<file path="config.mk">
export PLATFORM = sky130hd
export DESIGN_NAME = three_level_she_pwm_gate_generator_top_flat
export DESIGN_NICKNAME = d
export VERILOG_FILES = /design/src/hw/rtl/tlsp_pkg.sv /design/src/hw/rtl/tlsp_in_if.sv /design/src/hw/rtl/tlsp_out_if.sv /design/src/hw/rtl/tlsp_cfg_if.sv /design/src/hw/rtl/tlsp_cfg_regs.sv /design/src/hw/rtl/tlsp_phase_eval.sv /design/src/hw/rtl/tlsp_switch_counter.sv /design/src/hw/rtl/three_level_she_pwm_gate_generator_top.sv /design/src/flat_wrapper.sv
export SDC_FILE = /design/constraint.sdc
export NUM_CORES = 1
export LEC_CHECK = 0
export BUFFER_PORTS_ARGS = -buffer_cell sky130_fd_sc_hd__buf_2
export CORE_ASPECT_RATIO = 1.5
export CORE_MARGIN = 2
export CORE_UTILIZATION = 30
export DETAILED_ROUTE_END_ITERATION = 6
export PLACE_DENSITY = 0.45
export SLEW_MARGIN = 20
export SYNTH_ARGS = -nofsm -noshare
export SYNTH_HDL_FRONTEND = slang
export SYNTH_SLANG_ARGS = --single-unit
</file>
<file path="constraint.sdc">
create_clock -name clk -period 14.5 [get_ports clk]
set_input_delay 3.625 -clock clk [delete_from_list [all_inputs] [get_ports clk]]
set_output_delay 3.625 -clock clk [all_outputs]
set_load 0.1 [all_outputs]
</file>
<file path="src/hw/rtl/tlsp_pkg.sv">
package tlsp_pkg;

  localparam int CFG_INDEX_BITS = 2;

  localparam logic [CFG_INDEX_BITS-1:0] CFG_IDX_FIRST  = 2'd0;
  localparam logic [CFG_INDEX_BITS-1:0] CFG_IDX_SECOND = 2'd1;
  localparam logic [CFG_INDEX_BITS-1:0] CFG_IDX_THIRD  = 2'd2;

  localparam logic signed [1:0] LVL_POS  = 2'sb01;
  localparam logic signed [1:0] LVL_ZERO = 2'sb00;
  localparam logic signed [1:0] LVL_NEG  = 2'sb11;

  // NPC gate patterns, bit 3 is S1 down to bit 0 S4.
  localparam logic [3:0] GATES_POS  = 4'b1100;
  localparam logic [3:0] GATES_ZERO = 4'b0110;
  localparam logic [3:0] GATES_NEG  = 4'b0011;

  localparam int COUNT_BITS = 32;

  typedef struct packed {
    logic signed [1:0] level;
    logic [3:0]        gates;
  } phase_out_t;

endpackage

</file>
<file path="src/hw/rtl/tlsp_in_if.sv">
interface tlsp_in_if #(
  parameter int ANGLE_BITS = 16
) ();
  logic                  valid;
  logic                  ready;
  logic [ANGLE_BITS-1:0] ref_angle;

  modport source (output valid, output ref_angle, input ready);
  modport sink (input valid, input ref_angle, output ready);
endinterface

</file>
<file path="src/hw/rtl/tlsp_out_if.sv">
interface tlsp_out_if ();
  logic              valid;
  logic              ready;
  logic signed [1:0] phase_a_level;
  logic signed [1:0] phase_b_level;
  logic signed [1:0] phase_c_level;
  logic [3:0]        phase_a_gates;
  logic [3:0]        phase_b_gates;
  logic [3:0]        phase_c_gates;
  logic [31:0]       phase_a_switch_count;

  modport source (
    output valid, output phase_a_level, output phase_b_level, output phase_c_level,
    output phase_a_gates, output phase_b_gates, output phase_c_gates,
    output phase_a_switch_count, input ready
  );
  modport sink (
    input valid, input phase_a_level, input phase_b_level, input phase_c_level,
    input phase_a_gates, input phase_b_gates, input phase_c_gates,
    input phase_a_switch_count, output ready
  );
endinterface

</file>
<file path="src/hw/rtl/tlsp_cfg_if.sv">
interface tlsp_cfg_if #(
  parameter int ANGLE_BITS = 16
) ();
  logic                  valid;
  logic                  ready;
  logic [1:0]            index;
  logic [ANGLE_BITS-2:0] data;

  modport source (output valid, output index, output data, input ready);
  modport sink (input valid, input index, input data, output ready);
endinterface

</file>
<file path="src/hw/rtl/tlsp_cfg_regs.sv">
module tlsp_cfg_regs
  import tlsp_pkg::*;
#(
  parameter int ANGLE_BITS = 16
) (
  input  logic                      clk,
  input  logic                      rst_n,
  input  logic                      wr_en,
  input  logic [CFG_INDEX_BITS-1:0] wr_index,
  input  logic [ANGLE_BITS-2:0]     wr_data,
  output logic [ANGLE_BITS-2:0]     angle_first,
  output logic [ANGLE_BITS-2:0]     angle_second,
  output logic [ANGLE_BITS-2:0]     angle_third
);

  localparam int CW = ANGLE_BITS - 1;
  localparam int UP = (ANGLE_BITS >= 16) ? ANGLE_BITS - 16 : 0;
  localparam int DN = (ANGLE_BITS >= 16) ? 0 : 16 - ANGLE_BITS;

  // Reset angles are given for 16-bit turns and rescaled to the configured width.
  localparam logic [CW-1:0] RST_FIRST  = CW'((64'd5321 << UP) >> DN);
  localparam logic [CW-1:0] RST_SECOND = CW'((64'd7144 << UP) >> DN);
  localparam logic [CW-1:0] RST_THIRD  = CW'((64'd9559 << UP) >> DN);

  logic [CW-1:0] first_r;
  logic [CW-1:0] second_r;
  logic [CW-1:0] third_r;

  always_ff @(posedge clk) begin
    if (!rst_n) begin
      first_r  <= RST_FIRST;
      second_r <= RST_SECOND;
      third_r  <= RST_THIRD;
    end else if (wr_en) begin
      case (wr_index)
        CFG_IDX_FIRST:  first_r  <= wr_data;
        CFG_IDX_SECOND: second_r <= wr_data;
        CFG_IDX_THIRD:  third_r  <= wr_data;
        default: ;
      endcase
    end
  end

  assign angle_first  = first_r;
  assign angle_second = second_r;
  assign angle_third  = third_r;

endmodule

</file>
<file path="src/hw/rtl/tlsp_phase_eval.sv">
module tlsp_phase_eval
  import tlsp_pkg::*;
#(
  parameter int ANGLE_BITS = 16
) (
  input  logic [ANGLE_BITS-1:0] angle,
  input  logic [ANGLE_BITS-2:0] angle_first,
  input  logic [ANGLE_BITS-2:0] angle_second,
  input  logic [ANGLE_BITS-2:0] angle_third,
  output phase_out_t            phase
);

  logic                  neg;
  logic [ANGLE_BITS-3:0] fold;
  logic [ANGLE_BITS-2:0] fold_ext;
  logic                  odd;

  // The top bit picks the half turn. In the second quarter of a half turn,
  // mirroring about the quarter point is an inversion of the low bits.
  assign neg      = angle[ANGLE_BITS-1];
  assign fold     = angle[ANGLE_BITS-2] ? ~angle[ANGLE_BITS-3:0] : angle[ANGLE_BITS-3:0];
  assign fold_ext = {1'b0, fold};
  assign odd      = (fold_ext >= angle_first) ^ (fold_ext >= angle_second)
                  ^ (fold_ext >= angle_third);

  always_comb begin
    if (!odd) begin
      phase.level = LVL_ZERO;
      phase.gates = GATES_ZERO;
    end else if (neg) begin
      phase.level = LVL_NEG;
      phase.gates = GATES_NEG;
    end else begin
      phase.level = LVL_POS;
      phase.gates = GATES_POS;
    end
  end

endmodule

</file>
<file path="src/hw/rtl/tlsp_switch_counter.sv">
module tlsp_switch_counter
  import tlsp_pkg::*;
(
  input  logic                  clk,
  input  logic                  rst_n,
  input  logic                  load,
  input  logic [3:0]            gates_a,
  output logic [COUNT_BITS-1:0] count
);

  logic [3:0]            last_r;
  logic [COUNT_BITS-1:0] count_r;
  logic [COUNT_BITS-1:0] count_nxt;
  logic [3:0]            flips;
  logic [2:0]            flip_count;
  logic [COUNT_BITS:0]   sum;

  assign flips      = gates_a ^ last_r;
  assign flip_count = {2'b00, flips[0]} + {2'b00, flips[1]} + {2'b00, flips[2]}
                    + {2'b00, flips[3]};
  assign sum        = {1'b0, count_r} + {{(COUNT_BITS-2){1'b0}}, flip_count};
  // A carry out of the total pins it at all ones.
  assign count_nxt = sum[COUNT_BITS] ? {COUNT_BITS{1'b1}} : sum[COUNT_BITS-1:0];

  always_ff @(posedge clk) begin
    if (!rst_n) begin
      last_r  <= 4'b0000;
      count_r <= '0;
    end else if (load) begin
      last_r  <= gates_a;
      count_r <= count_nxt;
    end
  end

  assign count = count_r;

endmodule

</file>
<file path="src/hw/rtl/three_level_she_pwm_gate_generator_top.sv">
// Three-level NPC gate generator with selective harmonic elimination angles.
// in_ch carries one reference angle per item (2^ANGLE_BITS units per turn).
// out_ch returns one item per input: the levels and NPC gate patterns of
// phases A, B and C, and the saturating total of phase A gate transitions.
// cfg_ch writes the three switching angles by index 0, 1 and 2; other indexes are
// ignored. cfg_ch is always ready; the user must write it while idle (unchecked).
// An item is accepted into the input register and then moves to the result register,
// from which its result is offered.
// One item is accepted every cycle while out_ch does not stall; the rate is set by
// the two-register pipeline with level comparison between them.
// When out_ch stalls, the result register holds and the input register
// fills; in_ch.ready drops only when both are occupied.
// Synchronous reset empties the pipeline, restores the default angles and
// clears the last phase A pattern and the transition total.
module three_level_she_pwm_gate_generator_top
  import tlsp_pkg::*;
#(
  parameter int ANGLE_BITS = 16
) (
  input  logic       clk,
  input  logic       rst_n,
  tlsp_in_if.sink    in_ch,
  tlsp_out_if.source out_ch,
  tlsp_cfg_if.sink   cfg_ch
);

  localparam logic [ANGLE_BITS-1:0] OFF_C =
    ANGLE_BITS'(((64'd1 << ANGLE_BITS) + 64'd1) / 3);
  localparam logic [ANGLE_BITS-1:0] OFF_B =
    ANGLE_BITS'(((64'd2 << ANGLE_BITS) + 64'd1) / 3);

  logic [ANGLE_BITS-2:0] angle_first;
  logic [ANGLE_BITS-2:0] angle_second;
  logic [ANGLE_BITS-2:0] angle_third;

  logic                  s1_valid_r;
  logic [ANGLE_BITS-1:0] s1_angle_r;
  logic                  s2_valid_r;
  logic                  s1_ready;
  logic                  s2_ready;
  logic                  s2_load;

  logic [ANGLE_BITS-1:0] angle_b;
  logic [ANGLE_BITS-1:0] angle_c;
  phase_out_t            phase_a;
  phase_out_t            phase_b;
  phase_out_t            phase_c;
  phase_out_t            res_a_r;
  phase_out_t            res_b_r;
  phase_out_t            res_c_r;
  logic [COUNT_BITS-1:0] count;

  assign cfg_ch.ready = 1'b1;

  tlsp_cfg_regs #(.ANGLE_BITS(ANGLE_BITS)) u_cfg (
    .clk          (clk),
    .rst_n        (rst_n),
    .wr_en        (cfg_ch.valid),
    .wr_index     (cfg_ch.index),
    .wr_data      (cfg_ch.data),
    .angle_first  (angle_first),
    .angle_second (angle_second),
    .angle_third  (angle_third)
  );

  assign s2_ready    = !s2_valid_r || out_ch.ready;
  assign s1_ready    = !s1_valid_r || s2_ready;
  assign s2_load     = s1_valid_r && s2_ready;
  assign in_ch.ready = s1_ready;

  always_ff @(posedge clk) begin
    if (!rst_n) begin
      s1_valid_r <= 1'b0;
      s2_valid_r <= 1'b0;
    end else begin
      if (s1_ready) begin
        s1_valid_r <= in_ch.valid;
      end
      if (s2_ready) begin
        s2_valid_r <= s1_valid_r;
      end
    end
  end

  always_ff @(posedge clk) begin
    if (s1_ready && in_ch.valid) begin
      s1_angle_r <= in_ch.ref_angle;
    end
  end

  assign angle_b = s1_angle_r + OFF_B;
  assign angle_c = s1_angle_r + OFF_C;

  tlsp_phase_eval #(.ANGLE_BITS(ANGLE_BITS)) u_eval_a (
    .angle        (s1_angle_r),
    .angle_first  (angle_first),
    .angle_second (angle_second),
    .angle_third  (angle_third),
    .phase        (phase_a)
  );

  tlsp_phase_eval #(.ANGLE_BITS(ANGLE_BITS)) u_eval_b (
    .angle        (angle_b),
    .angle_first  (angle_first),
    .angle_second (angle_second),
    .angle_third  (angle_third),
    .phase        (phase_b)
  );

  tlsp_phase_eval #(.ANGLE_BITS(ANGLE_BITS)) u_eval_c (
    .angle        (angle_c),
    .angle_first  (angle_first),
    .angle_second (angle_second),
    .angle_third  (angle_third),
    .phase        (phase_c)
  );

  // The transition total is updated exactly when an item enters the result register.
  tlsp_switch_counter u_count (
    .clk     (clk),
    .rst_n   (rst_n),
    .load    (s2_load),
    .gates_a (phase_a.gates),
    .count   (count)
  );

  always_ff @(posedge clk) begin
    if (s2_load) begin
      res_a_r <= phase_a;
      res_b_r <= phase_b;
      res_c_r <= phase_c;
    end
  end

  assign out_ch.valid                = s2_valid_r;
  assign out_ch.phase_a_level        = res_a_r.level;
  assign out_ch.phase_b_level        = res_b_r.level;
  assign out_ch.phase_c_level        = res_c_r.level;
  assign out_ch.phase_a_gates        = res_a_r.gates;
  assign out_ch.phase_b_gates        = res_b_r.gates;
  assign out_ch.phase_c_gates        = res_c_r.gates;
  assign out_ch.phase_a_switch_count = count;

endmodule

</file>
<file path="src/flat_wrapper.sv">
// flat-port wrapper written by rule: the top's interface ports become plain ports
module three_level_she_pwm_gate_generator_top_flat import tlsp_pkg::*;
#(
  parameter int ANGLE_BITS = 16
)
  (clk, rst_n, in_ch_valid, in_ch_ref_angle, in_ch_ready, out_ch_valid, out_ch_phase_a_level, out_ch_phase_b_level, out_ch_phase_c_level, out_ch_phase_a_gates, out_ch_phase_b_gates, out_ch_phase_c_gates, out_ch_phase_a_switch_count, out_ch_ready, cfg_ch_valid, cfg_ch_index, cfg_ch_data, cfg_ch_ready);
  tlsp_in_if #(.ANGLE_BITS(ANGLE_BITS)) in_ch_i ();
  tlsp_out_if out_ch_i ();
  tlsp_cfg_if #(.ANGLE_BITS(ANGLE_BITS)) cfg_ch_i ();
  input  logic clk;
  input  logic rst_n;
  input wire logic [$bits(in_ch_i.valid)-1:0] in_ch_valid;
  input wire logic [$bits(in_ch_i.ref_angle)-1:0] in_ch_ref_angle;
  output wire logic [$bits(in_ch_i.ready)-1:0] in_ch_ready;
  output wire logic [$bits(out_ch_i.valid)-1:0] out_ch_valid;
  output wire logic [$bits(out_ch_i.phase_a_level)-1:0] out_ch_phase_a_level;
  output wire logic [$bits(out_ch_i.phase_b_level)-1:0] out_ch_phase_b_level;
  output wire logic [$bits(out_ch_i.phase_c_level)-1:0] out_ch_phase_c_level;
  output wire logic [$bits(out_ch_i.phase_a_gates)-1:0] out_ch_phase_a_gates;
  output wire logic [$bits(out_ch_i.phase_b_gates)-1:0] out_ch_phase_b_gates;
  output wire logic [$bits(out_ch_i.phase_c_gates)-1:0] out_ch_phase_c_gates;
  output wire logic [$bits(out_ch_i.phase_a_switch_count)-1:0] out_ch_phase_a_switch_count;
  input wire logic [$bits(out_ch_i.ready)-1:0] out_ch_ready;
  input wire logic [$bits(cfg_ch_i.valid)-1:0] cfg_ch_valid;
  input wire logic [$bits(cfg_ch_i.index)-1:0] cfg_ch_index;
  input wire logic [$bits(cfg_ch_i.data)-1:0] cfg_ch_data;
  output wire logic [$bits(cfg_ch_i.ready)-1:0] cfg_ch_ready;
  assign in_ch_i.valid = in_ch_valid;
  assign in_ch_i.ref_angle = in_ch_ref_angle;
  assign in_ch_ready = in_ch_i.ready;
  assign out_ch_valid = out_ch_i.valid;
  assign out_ch_phase_a_level = out_ch_i.phase_a_level;
  assign out_ch_phase_b_level = out_ch_i.phase_b_level;
  assign out_ch_phase_c_level = out_ch_i.phase_c_level;
  assign out_ch_phase_a_gates = out_ch_i.phase_a_gates;
  assign out_ch_phase_b_gates = out_ch_i.phase_b_gates;
  assign out_ch_phase_c_gates = out_ch_i.phase_c_gates;
  assign out_ch_phase_a_switch_count = out_ch_i.phase_a_switch_count;
  assign out_ch_i.ready = out_ch_ready;
  assign cfg_ch_i.valid = cfg_ch_valid;
  assign cfg_ch_i.index = cfg_ch_index;
  assign cfg_ch_i.data = cfg_ch_data;
  assign cfg_ch_ready = cfg_ch_i.ready;
  three_level_she_pwm_gate_generator_top #(.ANGLE_BITS(ANGLE_BITS)) u_core (.clk(clk), .rst_n(rst_n), .in_ch(in_ch_i), .out_ch(out_ch_i), .cfg_ch(cfg_ch_i));
endmodule
</file>
Word level (Yosys, flattened, before mapping)

Index checks and enable logic that the tools add are counted.

Magnitude comparators: 9
Reduce and logical (&&, ||, !) cells: 10
$add $sub $neg: 6
Equality and inequality tests: 2
Bitwise gates (word level): 10
Multiplexer cells: 8

Operators with widths:

| operator               | number |
|---|---|
| $ge 14x15->1           | 9 |
| $mux 14                | 3 |
| $not 14->14            | 3 |
| $add 32x3->33          | 1 |
| $mux 32                | 1 |
| $mux 6                 | 3 |
| $add 16x15->16 const B | 1 |
| $add 16x16->16 const B | 1 |
| $reduce_and 2->1       | 3 |
| $xor 1x1->1            | 6 |
| $mux 4                 | 1 |
| $xor 4x4->4            | 1 |
| $add 2x1->3            | 1 |
| $add 3x1->3            | 1 |
| $add 1x1->2            | 1 |
| $eq 2x1->1 const B     | 1 |
| $eq 2x2->1 const B     | 1 |
| $logic_and 1x1->1      | 2 |
| $logic_not 1->1        | 2 |
| $logic_not 2->1        | 1 |
| $logic_or 1x1->1       | 2 |

Input bits: 38
Flip-flop bits (word level): 117
Output and inout bits: 53
Word-level logic and storage cells: 59

Longest topological paths before layout

Word-level depth: 12
Gate-level depth with buffers: 23
Depth with buffers taken out: 20

By module

A second synthesis with hierarchy kept.

Cell total of the unflattened synthesis: 1,060
Area, all modules: 9,439.1 µm²

Modules (own cells, without submodules):

| module                                 | area an instance (µm²) | times used | cells each | sequential area each (µm²) |
|---|---|---|---|---|
| tlsp_phase_eval                        | 1,275.0                | 3          | 172        | 0.0 |
| three_level_she_pwm_gate_generator_top | 1,981.9                | 1          | 164        | 1,061.0 |
| tlsp_cfg_regs                          | 1,845.5                | 1          | 184        | 900.9 |
| tlsp_switch_counter                    | 1,786.7                | 1          | 196        | 720.7 |

Worst setup path after synthesis

OpenSTA, ideal clock, no wires.

Kind: input -> output
From: in out_ch_ready
To: out in_ch_ready
Buffers on the path: 0
Setup slack: 6.517 ns
Required time: 10.875 ns
Data arrival time: 4.358 ns
Stages on the path: 2
Cell sequence: nor2b_1 -> nand2_1

Longest elaborated chain between the ends: 2

Ends and longest elaborated chain:

| what             | RTL line                                     | source |
|---|---|---|
| from (decl)      | flat_wrapper.sv:23                           | `input wire logic [$bits(out_ch_i.ready)-1:0] out_ch_ready;` |
| $logic_or 1x1->1 | three_level_she_pwm_gate_generator_top.sv:66 | `assign s2_ready = !s2_valid_r \|\| out_ch.ready;` |
| $logic_or 1x1->1 | three_level_she_pwm_gate_generator_top.sv:67 | `assign s1_ready = !s1_valid_r \|\| s2_ready;` |
| to (decl)        | flat_wrapper.sv:14                           | `output wire logic [$bits(in_ch_i.ready)-1:0] in_ch_ready;` |

No other way between the ends.

Worst setup path in the final report

Ends and elaborated chain as after synthesis.

==> metrics.cfg <==
[grt]
grt_pass1_wl_um = 38820
grt_usage_pct = 16.80
overflow = 0
antenna_found_initial = 0
grt_pass1_vias = 7166
grt_max_degree = 54

[timing]
max-slew-margin-rel_pct = 27.52
fin_crit_sh_pct = 54.49
fin_crit_ns = 7.902
worst_clock_skew_ns = 0.008076
finalSetupViolations = 0
grt_setup_unrepaired = false
hold_viol_final = 0
final_max_slew_viol_count = 0
worstMarginPinSlew_ns = 1.087
max_freq_mhz = 126.6
fin_tns_setup_ns = 0

[logic_synthesis]
ys.flop_type = dfxtp_1
synthArstFlopShare_pct = 0
syn_nets = 1145
synthDistinctLibCells = 75
syn_inst = 972
ys_seq_area_share_pct = 30.32
synth_area_um2 = 8651
ys_ff_latch = 115
synth.yosys.warnings = 0
synth_area_per_cell_um2 = 8.900
synth_edf_count = 32

[drt]
dr_wl_met3_um = 866
dr_wl_met2_um = 13000
num_vias = 7068
drc = 0
viasPerCell = 5.016
drtIter0Drc = 241
top_layer = met4
wl_met1_um = 10070
drt_first_pass_iters = 4
wire_per_inst_um = 17.33
drt-total-wl_um = 24410
ant_nets = 0

[worst_setup_path]
r2r_cells = 20
cp-startpoint = out_ch_ready
reg2reg_slack_ns = 7.74
crit_chain = buf_2, nor2b_1, nand2_1, buf_2
crit_top_cell = buf_2
reg2reg_from = u_core.s1_angle_r[14]$_DFFE_PP_
crit_arrival_ns = 4.28
slowest_stage = buf_2
crit_required_ns = 10.88
path_class = input port to output port
crit_path_end_kind = output port
max_stage_delay_ns = 0.29
worstSetupStartpointType = input port
crit_fanout = 3
reg2reg_to = u_core.u_count.count[29]$_SDFFE_PN0P_

[power_and_ir_drop]
p_leak_uw = 0.004361
powerDensity_nw_per_um2 = 125.0
vdd_drop_max_v = 0.00008099

[cells_and_area]
final_cell_mix = ha_1, nand2_1, a21oi_1
area_growth_pct = 15.75
layout_commonest_cell = ha_1
fin_area_um2 = 10010
drive_gt1_share_pct = 13.89
fillers = 3004
antenna_cells = 0
design.final.nets = 1218
fin_util_pct = 35.10

[floorplanning]
die_w_um = 142.7
core-area_um2 = 28530
die_area_um2 = 30240
std_cell_rows = 76
io_pins = 91
die_h_um = 212.0
start_util_pct = 30.32

[placed_design]
gp_congestion = 0.7950
dp_hpwl_um = 19430
place_area_um2 = 9393
port_buffers = 89

[clock_network]
post-cts-setup-buffer-count = 0
cts_buffer_depth = 2
cts.sinks = 115
holdBufCountCts = 0
h-tree-depth = 4
cts_resized = 0
clk_pin_slew_ns = 0.05
cts_made_buffers = 17
cts_root_buf = clkbuf_16
clock_latency_ns = 0.43
cts_tree = done

[min_path]
hold_class = register to register
min_path_cells = 2
min-delay-start = u_core.u_cfg.angle_first[13]$_SDFFE_PN0P_
hold_end = u_core.u_cfg.angle_first[13]$_SDFFE_PN0P_

[job]
cap_violations = 0

[status]
status = completed

[worst max-delay path, delay by kind of cell]
kind,cells,cell delay (ns)
and+or+nand+nor,2,0.26
buffers and inverters,2,0.39
[cell usage after synthesis, types with 10 or more instances]
master / instances / share of area (%)
ha_1: 132 / 19
a21o_1: 26 / 2.3
inv_1: 62 / 2.7
nor2b_1: 10 / 0.72
nor2_1: 34 / 1.5
and3_1: 12 / 0.87
clkbuf_1: 27 / 1.2
nor3_1: 14 / 0.81
nand4_1: 16 / 1.2
xnor2_1: 62 / 6.3
nand3_1: 26 / 1.5
o211ai_1: 25 / 2.2
a21oi_1: 103 / 6.0
nand2_1: 112 / 4.9
xor2_1: 34 / 3.4
edfxtp_1: 32 / 11
o21ai_0: 24 / 1.4
nand2b_1: 15 / 1.1
dfxtp_1: 83 / 19
[report_power, final]
| group | switching, uW | internal, uW |
|---|---|---|
| logic | 283 | 161 |
| clock network | 156 | 286 |
| registers | 11.9 | 355 |
| total | 451 | 801 |
[sequential cells by signal (all words and copies together) (netlist names)]
name and cells:
u_core.out_ch.phase_a_gates 4, u_core.out_ch.phase_a_level 2, u_core.out_ch.phase_b_gates 4, u_core.out_ch.phase_b_level 1, u_core.out_ch.phase_c_gates 4, u_core.out_ch.phase_c_level 1
u_core.out_ch.valid 1, u_core.s1_angle_r 16, u_core.s1_valid_r 1, u_core.u_cfg.angle_first 15, u_core.u_cfg.angle_second 15, u_core.u_cfg.angle_third 15
u_core.u_count.count 32, u_core.u_count.last_r 4
[cell families after synthesis]
family | after synthesis | share of synthesized area (%)
other | 1 | 0.04335
DFF | 115 | 30.32
muxes | 12 | 1.736
AOI/OAI and AO/OA | 231 | 17.15
xor gates and xnor gates | 98 | 10.23
and+or+nand+nor | 278 | 15.95
adders and majority gates | 135 | 19.79
buffers and inverters | 102 | 4.787
[through the flow]
step / std cells / hold WS, ns / total power (uW) / setup slack [ns]
6_report: 1409 / 0.4531 / 1252 / 6.598
5_1_grt: 1409 / 0.4721 / 1329 / 6.521
4_1_cts: 1409 / 0.4551 / 1270 / 6.594
3_5_place_dp: 1377 / 0.4481 / 822.5 / 6.595
3_3_place_gp: 1377 / 0.4423 / 817.0 / 6.593
2_1_floorplan: 972 / 0.4363 / 713.5 / 6.517
[how the worst max path moves through the flow]
stage / slack, ns / end / depth (start not counted)
floorplan: 6.52 / in_ch_ready / 2
global route: 6.52 / in_ch_ready / 4
finish: 6.60 / in_ch_ready / 4
global placement: 6.59 / in_ch_ready / 4
CTS: 6.59 / in_ch_ready / 4
detailed placement: 6.59 / in_ch_ready / 4
[routing by layer]
metal / vias to the layer above / track usage [%]
li1: 3614 / -
met1: 3319 / 19.10
met2: 112 / 31.47
met3: 23 / 3.018
met4: 0 / 5.224
met5: - / 0
[layout make-up]
class / count / area, um2 / share of cell area [%]
sequential: 115 / 2623 / 26.19
clock inverter: 11 / 148.9 / 1.487
multi-input combinational: 755 / 5619 / 56.12
timing repair buffer: 93 / 475.5 / 4.748
inverter: 63 / 236.5 / 2.362
clock buffer: 21 / 471.7 / 4.711
tap: 351 / 439.2 / 4.386
(Power assumes the default switching activity.)
